**src/rtl/acm_pkg.sv**
```systemverilog
// Shared types and constants for the ARP cache engine.
package acm_pkg;

  localparam int IP_W       = 32;
  localparam int MAC_W      = 48;
  localparam int TICK_W     = 48;
  localparam int SLOT_W     = 6;
  localparam int TOTAL_W    = 32;
  localparam int CMD_W      = 2;
  localparam int IN_DATA_W  = 128;
  localparam int OUT_DATA_W = 120;
  localparam int CFG_ADDR_W = 4;
  localparam int CFG_DATA_W = 64;

  localparam logic [MAC_W-1:0] MAC_BCAST = '1;
  localparam logic [MAC_W-1:0] MAC_ZERO  = '0;
  localparam logic [IP_W-1:0]  IP_ZERO   = '0;

  // register index, taken from paddr[3] (registers sit 8 bytes apart)
  localparam logic REG_TTL = 1'b0;

  typedef enum logic [CMD_W-1:0] {
    CMD_LOOKUP = 2'd0,
    CMD_UPDATE = 2'd1,
    CMD_CLEAR  = 2'd2,
    CMD_NOP    = 2'd3
  } cmd_t;

  typedef enum logic [1:0] {
    ST_IDLE,
    ST_SCAN,
    ST_WRITE,
    ST_DONE
  } state_t;

  typedef struct packed {
    logic [IP_W-1:0]   ip;
    logic [MAC_W-1:0]  mac;
    logic [TICK_W-1:0] stamp;
  } entry_t;

  typedef struct packed {
    logic expired;
    logic older;
  } age_flags_t;

endpackage

```
**src/rtl/acm_entry_mem.sv**
```systemverilog
// Entry store: one write port, one registered read port.
module acm_entry_mem #(
  parameter int DEPTH = 8,
  parameter int AW    = 3
) (
  input  logic            clk,
  input  logic            we,
  input  logic [AW-1:0]   waddr,
  input  acm_pkg::entry_t wdata,
  input  logic            re,
  input  logic [AW-1:0]   raddr,
  output acm_pkg::entry_t rdata
);
  import acm_pkg::*;

  entry_t mem [DEPTH];
  entry_t rdata_r;

  always_ff @(posedge clk) begin
    if (we) begin
      mem[waddr] <= wdata;
    end
  end

  always_ff @(posedge clk) begin
    if (re) begin
      rdata_r <= mem[raddr];
    end
  end

  assign rdata = rdata_r;

endmodule

```
**src/rtl/acm_age_unit.sv**
```systemverilog
// Shared age unit: modular age of one entry, TTL check and oldest compare.
module acm_age_unit (
  input  logic [acm_pkg::TICK_W-1:0] now,
  input  logic [acm_pkg::TICK_W-1:0] stamp,
  input  logic [acm_pkg::TICK_W-1:0] ttl,
  input  logic [acm_pkg::TICK_W-1:0] best_age,
  output logic [acm_pkg::TICK_W-1:0] age,
  output acm_pkg::age_flags_t        flags
);
  import acm_pkg::*;

  // wraps modulo 2^48 by width
  assign age           = now - stamp;
  assign flags.expired = (ttl != '0) && (age > ttl);
  assign flags.older   = age > best_age;

endmodule

```
**src/rtl/arp_cache_engine_top.sv**
```systemverilog
// ARP cache engine top level: sequencer, valid bits, counters and ports.
//
//  channel | dir | handshake            | payload
//  in_     | in  | in_tvalid/in_tready  | tuser cmd; tdata ip, mac, now
//  out_    | out | out_tvalid/out_tready| tdata found..miss_total
//  cfg_    | in  | APB, pready tied 1   | entry TTL at byte address 0
//
// One request at a time; in_tready is high only in idle. A scan reads one entry
// per cycle, then drains the read port; updates then pass through a write state,
// and every command through a result state. Clear, no-op and rejected updates
// go straight from idle to the result state.
// A waiting result stalls only the next request's result state, until out_tready.
// Reset clears valid bits, counters and the TTL register.
module arp_cache_engine_top #(
  parameter int ENTRIES = 8
) (
  input  logic                            clk,
  input  logic                            rst_n,
  input  logic                            in_tvalid,
  output logic                            in_tready,
  // [127:80] now_ticks, [79:32] mac_addr, [31:0] ip_addr
  input  logic [acm_pkg::IN_DATA_W-1:0]   in_tdata,
  // [1:0] cmd
  input  logic [acm_pkg::CMD_W-1:0]       in_tuser,
  output logic                            out_tvalid,
  input  logic                            out_tready,
  // [0] found, [48:1] mac_out, [54:49] slot, [55] ignored,
  // [87:56] hit_total, [119:88] miss_total
  output logic [acm_pkg::OUT_DATA_W-1:0]  out_tdata,
  input  logic                            cfg_psel,
  input  logic                            cfg_penable,
  input  logic                            cfg_pwrite,
  input  logic [acm_pkg::CFG_ADDR_W-1:0]  cfg_paddr,
  input  logic [acm_pkg::CFG_DATA_W-1:0]  cfg_pwdata,
  output logic [acm_pkg::CFG_DATA_W-1:0]  cfg_prdata,
  output logic                            cfg_pready
);
  import acm_pkg::*;

  localparam int IDX_W = (ENTRIES > 1) ? $clog2(ENTRIES) : 1;
  localparam int CNT_W = $clog2(ENTRIES + 1);

  state_t               state_r, state_nxt;
  logic [ENTRIES-1:0]   valid_r;
  logic [TICK_W-1:0]    ttl_r;
  logic [TOTAL_W-1:0]   hit_cnt_r, miss_cnt_r, hit_cnt_nxt, miss_cnt_nxt;
  logic                 out_tvalid_r;
  logic [OUT_DATA_W-1:0] out_tdata_r;

  // current request
  cmd_t                 cmd_r;
  logic [IP_W-1:0]      ip_r;
  logic [MAC_W-1:0]     mac_r;
  logic [TICK_W-1:0]    now_r;
  logic                 ign_r;

  // scan state
  logic [CNT_W-1:0]     rd_cnt_r;
  logic                 pv_r;
  logic [IDX_W-1:0]     pidx_r;
  logic                 match_r, free_r, old_v_r;
  logic [IDX_W-1:0]     match_idx_r, free_idx_r, old_idx_r, slot_r;
  logic [MAC_W-1:0]     match_mac_r;
  logic [TICK_W-1:0]    old_age_r;

  logic                 in_fire, bad_update, mem_re, mem_we, done_fire, cfg_wr;
  cmd_t                 in_cmd;
  logic [IP_W-1:0]      in_ip;
  logic [MAC_W-1:0]     in_mac;
  logic [TICK_W-1:0]    in_now;
  entry_t               rd_data, wr_data;
  logic [IDX_W-1:0]     wr_idx;
  logic [TICK_W-1:0]    age;
  age_flags_t           flags;
  logic                 ent_v, ent_exp, ent_live, ent_match;
  logic                 res_found;
  logic [SLOT_W-1:0]    res_slot;
  logic [MAC_W-1:0]     res_mac;

  assign in_cmd  = cmd_t'(in_tuser);
  assign in_ip   = in_tdata[31:0];
  assign in_mac  = in_tdata[79:32];
  assign in_now  = in_tdata[127:80];
  assign in_fire = in_tvalid && in_tready;
  assign bad_update = (in_ip == IP_ZERO) || (in_mac == MAC_ZERO) || (in_mac == MAC_BCAST);

  // configuration port
  assign cfg_pready = 1'b1;
  assign cfg_wr     = cfg_psel && cfg_penable && cfg_pwrite && cfg_pready;
  assign cfg_prdata = (cfg_paddr[3] == REG_TTL) ? CFG_DATA_W'(ttl_r) : '0;

  acm_entry_mem #(
    .DEPTH (ENTRIES),
    .AW    (IDX_W)
  ) u_mem (
    .clk   (clk),
    .we    (mem_we),
    .waddr (wr_idx),
    .wdata (wr_data),
    .re    (mem_re),
    .raddr (rd_cnt_r[IDX_W-1:0]),
    .rdata (rd_data)
  );

  acm_age_unit u_age (
    .now      (now_r),
    .stamp    (rd_data.stamp),
    .ttl      (ttl_r),
    .best_age (old_age_r),
    .age      (age),
    .flags    (flags)
  );

  // per-entry evaluation; expiry applies to lookups only
  assign ent_v     = valid_r[pidx_r];
  assign ent_exp   = (cmd_r == CMD_LOOKUP) && flags.expired;
  assign ent_live  = ent_v && !ent_exp;
  assign ent_match = ent_live && (rd_data.ip == ip_r);

  assign wr_idx  = match_r ? match_idx_r : (free_r ? free_idx_r : old_idx_r);
  assign wr_data = '{ip: ip_r, mac: mac_r, stamp: now_r};

  // sequencer
  always_comb begin
    state_nxt = state_r;
    in_tready = 1'b0;
    mem_re    = 1'b0;
    mem_we    = 1'b0;
    done_fire = 1'b0;
    unique case (state_r)
      ST_IDLE: begin
        in_tready = 1'b1;
        if (in_fire) begin
          if (in_cmd == CMD_LOOKUP || (in_cmd == CMD_UPDATE && !bad_update)) begin
            state_nxt = ST_SCAN;
          end else begin
            state_nxt = ST_DONE;
          end
        end
      end
      ST_SCAN: begin
        mem_re = rd_cnt_r < CNT_W'(ENTRIES);
        if (!mem_re && !pv_r) begin
          state_nxt = (cmd_r == CMD_UPDATE) ? ST_WRITE : ST_DONE;
        end
      end
      ST_WRITE: begin
        mem_we    = 1'b1;
        state_nxt = ST_DONE;
      end
      ST_DONE: begin
        if (!out_tvalid_r || out_tready) begin
          done_fire = 1'b1;
          state_nxt = ST_IDLE;
        end
      end
      default: state_nxt = ST_IDLE;
    endcase
  end

  // result assembly
  always_comb begin
    res_found    = (cmd_r == CMD_LOOKUP) && match_r;
    res_mac      = res_found ? match_mac_r : MAC_ZERO;
    hit_cnt_nxt  = hit_cnt_r;
    miss_cnt_nxt = miss_cnt_r;
    if (res_found) begin
      res_slot = SLOT_W'(match_idx_r);
    end else if (cmd_r == CMD_UPDATE && !ign_r) begin
      res_slot = SLOT_W'(slot_r);
    end else begin
      res_slot = '0;
    end
    if (cmd_r == CMD_LOOKUP) begin
      if (match_r) begin
        hit_cnt_nxt = hit_cnt_r + 1'b1;
      end else begin
        miss_cnt_nxt = miss_cnt_r + 1'b1;
      end
    end
  end

  // control state
  always_ff @(posedge clk) begin
    if (!rst_n) begin
      state_r      <= ST_IDLE;
      valid_r      <= '0;
      ttl_r        <= '0;
      hit_cnt_r    <= '0;
      miss_cnt_r   <= '0;
      out_tvalid_r <= 1'b0;
      pv_r         <= 1'b0;
    end else begin
      state_r <= state_nxt;
      if (cfg_wr && cfg_paddr[3] == REG_TTL) begin
        ttl_r <= cfg_pwdata[TICK_W-1:0];
      end
      if (in_fire) begin
        pv_r <= 1'b0;
        if (in_cmd == CMD_CLEAR) begin
          valid_r <= '0;
        end
      end else if (state_r == ST_SCAN) begin
        pv_r <= mem_re;
        if (pv_r && ent_v && ent_exp) begin
          valid_r[pidx_r] <= 1'b0;
        end
      end
      if (mem_we) begin
        valid_r[wr_idx] <= 1'b1;
      end
      if (done_fire) begin
        out_tvalid_r <= 1'b1;
        hit_cnt_r    <= hit_cnt_nxt;
        miss_cnt_r   <= miss_cnt_nxt;
      end else if (out_tready) begin
        out_tvalid_r <= 1'b0;
      end
    end
  end

  // request and scan datapath
  always_ff @(posedge clk) begin
    if (in_fire) begin
      cmd_r    <= in_cmd;
      ip_r     <= in_ip;
      mac_r    <= in_mac;
      now_r    <= in_now;
      ign_r    <= (in_cmd == CMD_UPDATE) && bad_update;
      rd_cnt_r <= '0;
      match_r  <= 1'b0;
      free_r   <= 1'b0;
      old_v_r  <= 1'b0;
    end else if (state_r == ST_SCAN) begin
      if (mem_re) begin
        rd_cnt_r <= rd_cnt_r + 1'b1;
        pidx_r   <= rd_cnt_r[IDX_W-1:0];
      end
      // first match wins; later entries no longer feed free or oldest
      if (pv_r && !match_r) begin
        if (ent_match) begin
          match_r     <= 1'b1;
          match_idx_r <= pidx_r;
          match_mac_r <= rd_data.mac;
        end else begin
          if (!ent_v && !free_r) begin
            free_r     <= 1'b1;
            free_idx_r <= pidx_r;
          end
          if (ent_v && (!old_v_r || flags.older)) begin
            old_v_r   <= 1'b1;
            old_age_r <= age;
            old_idx_r <= pidx_r;
          end
        end
      end
    end
    if (mem_we) begin
      slot_r <= wr_idx;
    end
    if (done_fire) begin
      out_tdata_r <= {miss_cnt_nxt, hit_cnt_nxt, ign_r, res_slot, res_mac, res_found};
    end
  end

  assign out_tvalid = out_tvalid_r;
  assign out_tdata  = out_tdata_r;

endmodule
```
**config.mk**
```make
export PLATFORM = sky130hd
export DESIGN_NAME = arp_cache_engine_top
export DESIGN_NICKNAME = d
export VERILOG_FILES = /design/src/rtl/acm_pkg.sv /design/src/rtl/acm_entry_mem.sv /design/src/rtl/acm_age_unit.sv /design/src/rtl/arp_cache_engine_top.sv
export SDC_FILE = /design/constraint.sdc
export NUM_CORES = 2
export LEC_CHECK = 0
export BUFFER_PORTS_ARGS = -buffer_cell sky130_fd_sc_hd__buf_2
export CORE_MARGIN = 2
export CORE_UTILIZATION = 55
export DETAILED_ROUTE_END_ITERATION = 10
export PLACE_DENSITY = 0.85
export SLEW_MARGIN = 5
export SYNTH_ARGS = -nofsm -noshare
export SYNTH_HDL_FRONTEND = slang
export SYNTH_SLANG_ARGS = --single-unit
```
**constraint.sdc**
```tcl
create_clock -name clk -period 8.1 [get_ports clk]
set_input_delay 0.81 -clock clk [delete_from_list [all_inputs] [get_ports clk]]
set_output_delay 0.81 -clock clk [all_outputs]
set_load 0.01 [all_outputs]
```
==> out/results.ini <==
[run_status]
status = completed

[logic_synthesis]
synth-async-reset-ratio = 0
synth_warnings = 0
netlist_instances = 3813
avgSynthCellArea_um2 = 17.4
synth.most_common_cell = edfxtp_1
yosys-top-cells-area = edfxtp_1 68%, mux4_2 8.7%, dfxtp_1 3.9%, ha_1 2.8%, mux2_2 2.2%
synthFlopType = edfxtp_1
synth_top_area_share = 0.683
yosys.area.top_type = edfxtp_1
synth_cell_types = 82
synth_common_cells = 1,511 x edfxtp_1, 258 x mux4_2, 206 x nand2_1
ys_ff_latch = 1642
synthesis.area_mm2 = 0.0664
seq_area_frac_synth = 0.723
synth_edf_count = 1511

[floorplan]
core_mm2 = 0.120
die_h_um = 352
die-area_mm2 = 0.124
die_w_um = 352
initial_core_util = 0.554
rows = 127
io_pins = 392

[cts]
clock_sinks = 1642
postCtsHoldBufs = 0
ctsResizeCount = 0
cts_tree = yes
clk_pin_slew_ps = 60
htreeDepth = 4
clock_latency_ps = 800
cts-root-buf = clkbuf_16
cts_max_path_buffers = 3
cts_buffers = 163
cts_setup_buffers = 0

[drt]
postRouteAntennaNets = 0
wl_per_cell_um = 25.1
drc = 0
route.final.wire_length_mm = 150
vias = 35900
first_pass_iters = 6
via_per_inst = 6.01
drt-initial-drc-count = 3863

[job]
drv_cap = 0

[global_route]
antenna_found_initial = 9
grt_pass1_vias = 35900
grt.overflow.total = 0
grt_max_degree = 151
grtUsageTotal = 0.243
grt_pass1_wl_mm = 222

[sta]
hold_viol = 0
rsz0062_at_grt = no
setup_tns_ps = 0
worstMarginPinSlew_ps = 1230
slew_viol_final = 0
period_minus_slack_ps = 6920
setup_viol = 0
max_slew_margin = 0.183
period_share = 0.854
achievable-frequency_ghz = 0.145
fin_skew_ps = 56.5

[critical_path]
crit_arrival_ps = 7350
worstSetupStartpointType = register
path_class = register to register
critPathCaptureType = register
reg2reg_slack_ps = 1180
cp_max_fo = 22
reg2regPathDepth = 22
reg2reg_to = match_mac_r[33]
cp.required_ps = 8540
r2r-start = now_r[0]

[finish]
nets = 4578
synthToLayoutAreaGrowth_pct = 13.7
n_fill_cell = 8081
design_area_mm2 = 0.0755
drive_gt1_frac = 0.244

[pwr]
combPwrFrac = 0.230
seqPwrFrac = 0.455
internal_power_w = 0.0174
clockPowerShare = 0.315
switchingPower_w = 0.00705
power.density_mw_per_mm2 = 324
swShare = 0.288
ir_worst_vdd_mv = 0.233
p_leak_nw = 25.9

[hold_path]
min_to = now_r[8]
hp-start = in_tdata[88]
min_path_type = primary input to register
holdPathStages = 1

[placed_design]
placed_area_mm2 = 0.0700
routabilityCongestion = 0.913
port_buffers = 352
place_hpwl_mm = 87.3

## critical path: stages (launching register included)
cell,delay (ps)
edfxtp_1,520
inv_1,110
ha_1,180
inv_1,70
fa_1,440
a21o_1,230
a221oi_2,400
o32ai_1,210
or4_4,580
nor3_2,230
nor2_1,130
a21o_1,190
a311oi_1,600
ha_1,240
nand4_1,100
nor4_1,540
and3_1,260
a31oi_1,130
inv_1,90
a31oi_1,70
nor2_1,170
and2_2,550
buf_4,470
## cells in the final DEF, fill, tap and decap left out, drive strengths merged, types with 5 or more instances in the layout
cell      instances
o21a              6
and3             62
a221oi            5
a21boi           66
nor4             51
a211oi            9
ha              150
edfxtp         1511
xnor2           137
o21ai            60
clkbuf          195
nand4            71
nor2            143
nor2b            12
nand2b           11
and4              8
bufinv           22
o21bai            7
nand3            55
or3              20
xor2             51
a31oi             8
dfxtp           131
a21o             58
mux2i             6
conb             20
clkinv           63
mux2            131
nor3             23
mux4            258
clkinvlp          7
o31ai             8
nand2           207
and2             55
o211ai            6
inv             187
a21oi            89
buf             393
nor3b             7
## cell families after synthesis
kind of cell	count (synthesis)	share of synthesized area
multiplexers	395	0.111
adder cells (fa/ha/maj)	151	0.0286
AND/OR/NAND/NOR	739	0.0571
AO/OA/AOI/OAI	351	0.0352
buffers and inverters	345	0.0211
flip-flops	1642	0.723
other	2	0.000113
XOR/XNOR	188	0.0248
## worst max-delay path by stage
stage	from	endpoint	slack, ps	cells after the start
floorplan	free_r	valid_r[6]	960	8
global placement	now_r[0]	match_mac_r[44]	1600	22
detailed placement	now_r[0]	match_mac_r[44]	1390	22
CTS	now_r[0]	match_mac_r[17]	1280	22
global route	now_r[0]	match_mac_r[33]	830	22
finish	now_r[0]	match_mac_r[33]	1180	22
## state kept, by name, summed over array words and instances, names as in the netlist, 3 cells and up
signal       flops
free_idx_r       3
hit_cnt_r       32
ip_r            32
mac_r           48
match_idx_r      3
match_mac_r     48
miss_cnt_r      32
now_r           48
old_age_r       48
old_idx_r        3
out_tdata      117
pidx_r           3
rd_cnt_r         4
slot_r           3
ttl_r           48
u_mem.mem     1024
u_mem.rdata    128
valid_r          8
## area by class of cell
| cell class | instances | area (um2) | share of cell area |
|---|---|---|---|
| sequential | 1642 | 48000 | 0.636 |
| multi-input combinational | 1844 | 17200 | 0.228 |
| clock buffer | 195 | 4240 | 0.0562 |
| timing repair buffer | 393 | 2130 | 0.0282 |
| tap | 1612 | 2020 | 0.0267 |
| clock inverter | 101 | 1260 | 0.0166 |
| inverter | 178 | 678 | 0.00898 |
| antenna | 4 | 10.0 | 0.000133 |
## stage by stage
| step | total power, W | worst slack (ps) | cells | util | hold slack [ps] |
|---|---|---|---|---|---|
| floorplan | 0.0152 | 962 | 3831 | - | 400 |
| global placement | 0.0166 | 1600 | 5669 | 0.584 | 401 |
| detailed placement | 0.0168 | 1390 | 5669 | 0.584 | 405 |
| CTS | 0.0246 | 1280 | 5965 | 0.630 | 150 |
| global route | 0.0255 | 833 | 5967 | 0.630 | 170 |
| finish | 0.0244 | 1180 | 5969 | 0.630 | 200 |
## power groups by stage
stage                     Clock (W)  Sequential (W)  Combinational (W)
after floorplan                   0          0.0112            0.00404
after global placement            0          0.0112            0.00536
after detailed placement          0          0.0113            0.00555
after CTS                   0.00783          0.0111            0.00563
after global routing        0.00815          0.0112            0.00616
final                       0.00771          0.0111            0.00562
## routing by layer
| metal | up-vias | GRT usage | share of wire |
|---|---|---|---|
| met2 | 1693 | 0.400 | 0.49 |
| met1 | 18300 | 0.332 | 0.40 |
| met5 | - | 0 | 0.000073 |
| met4 | 2 | 0.0822 | 0.027 |
| li1 | 15600 | - | - |
| met3 | 255 | 0.0400 | 0.074 |
Power figures use the tool's default switching activity.
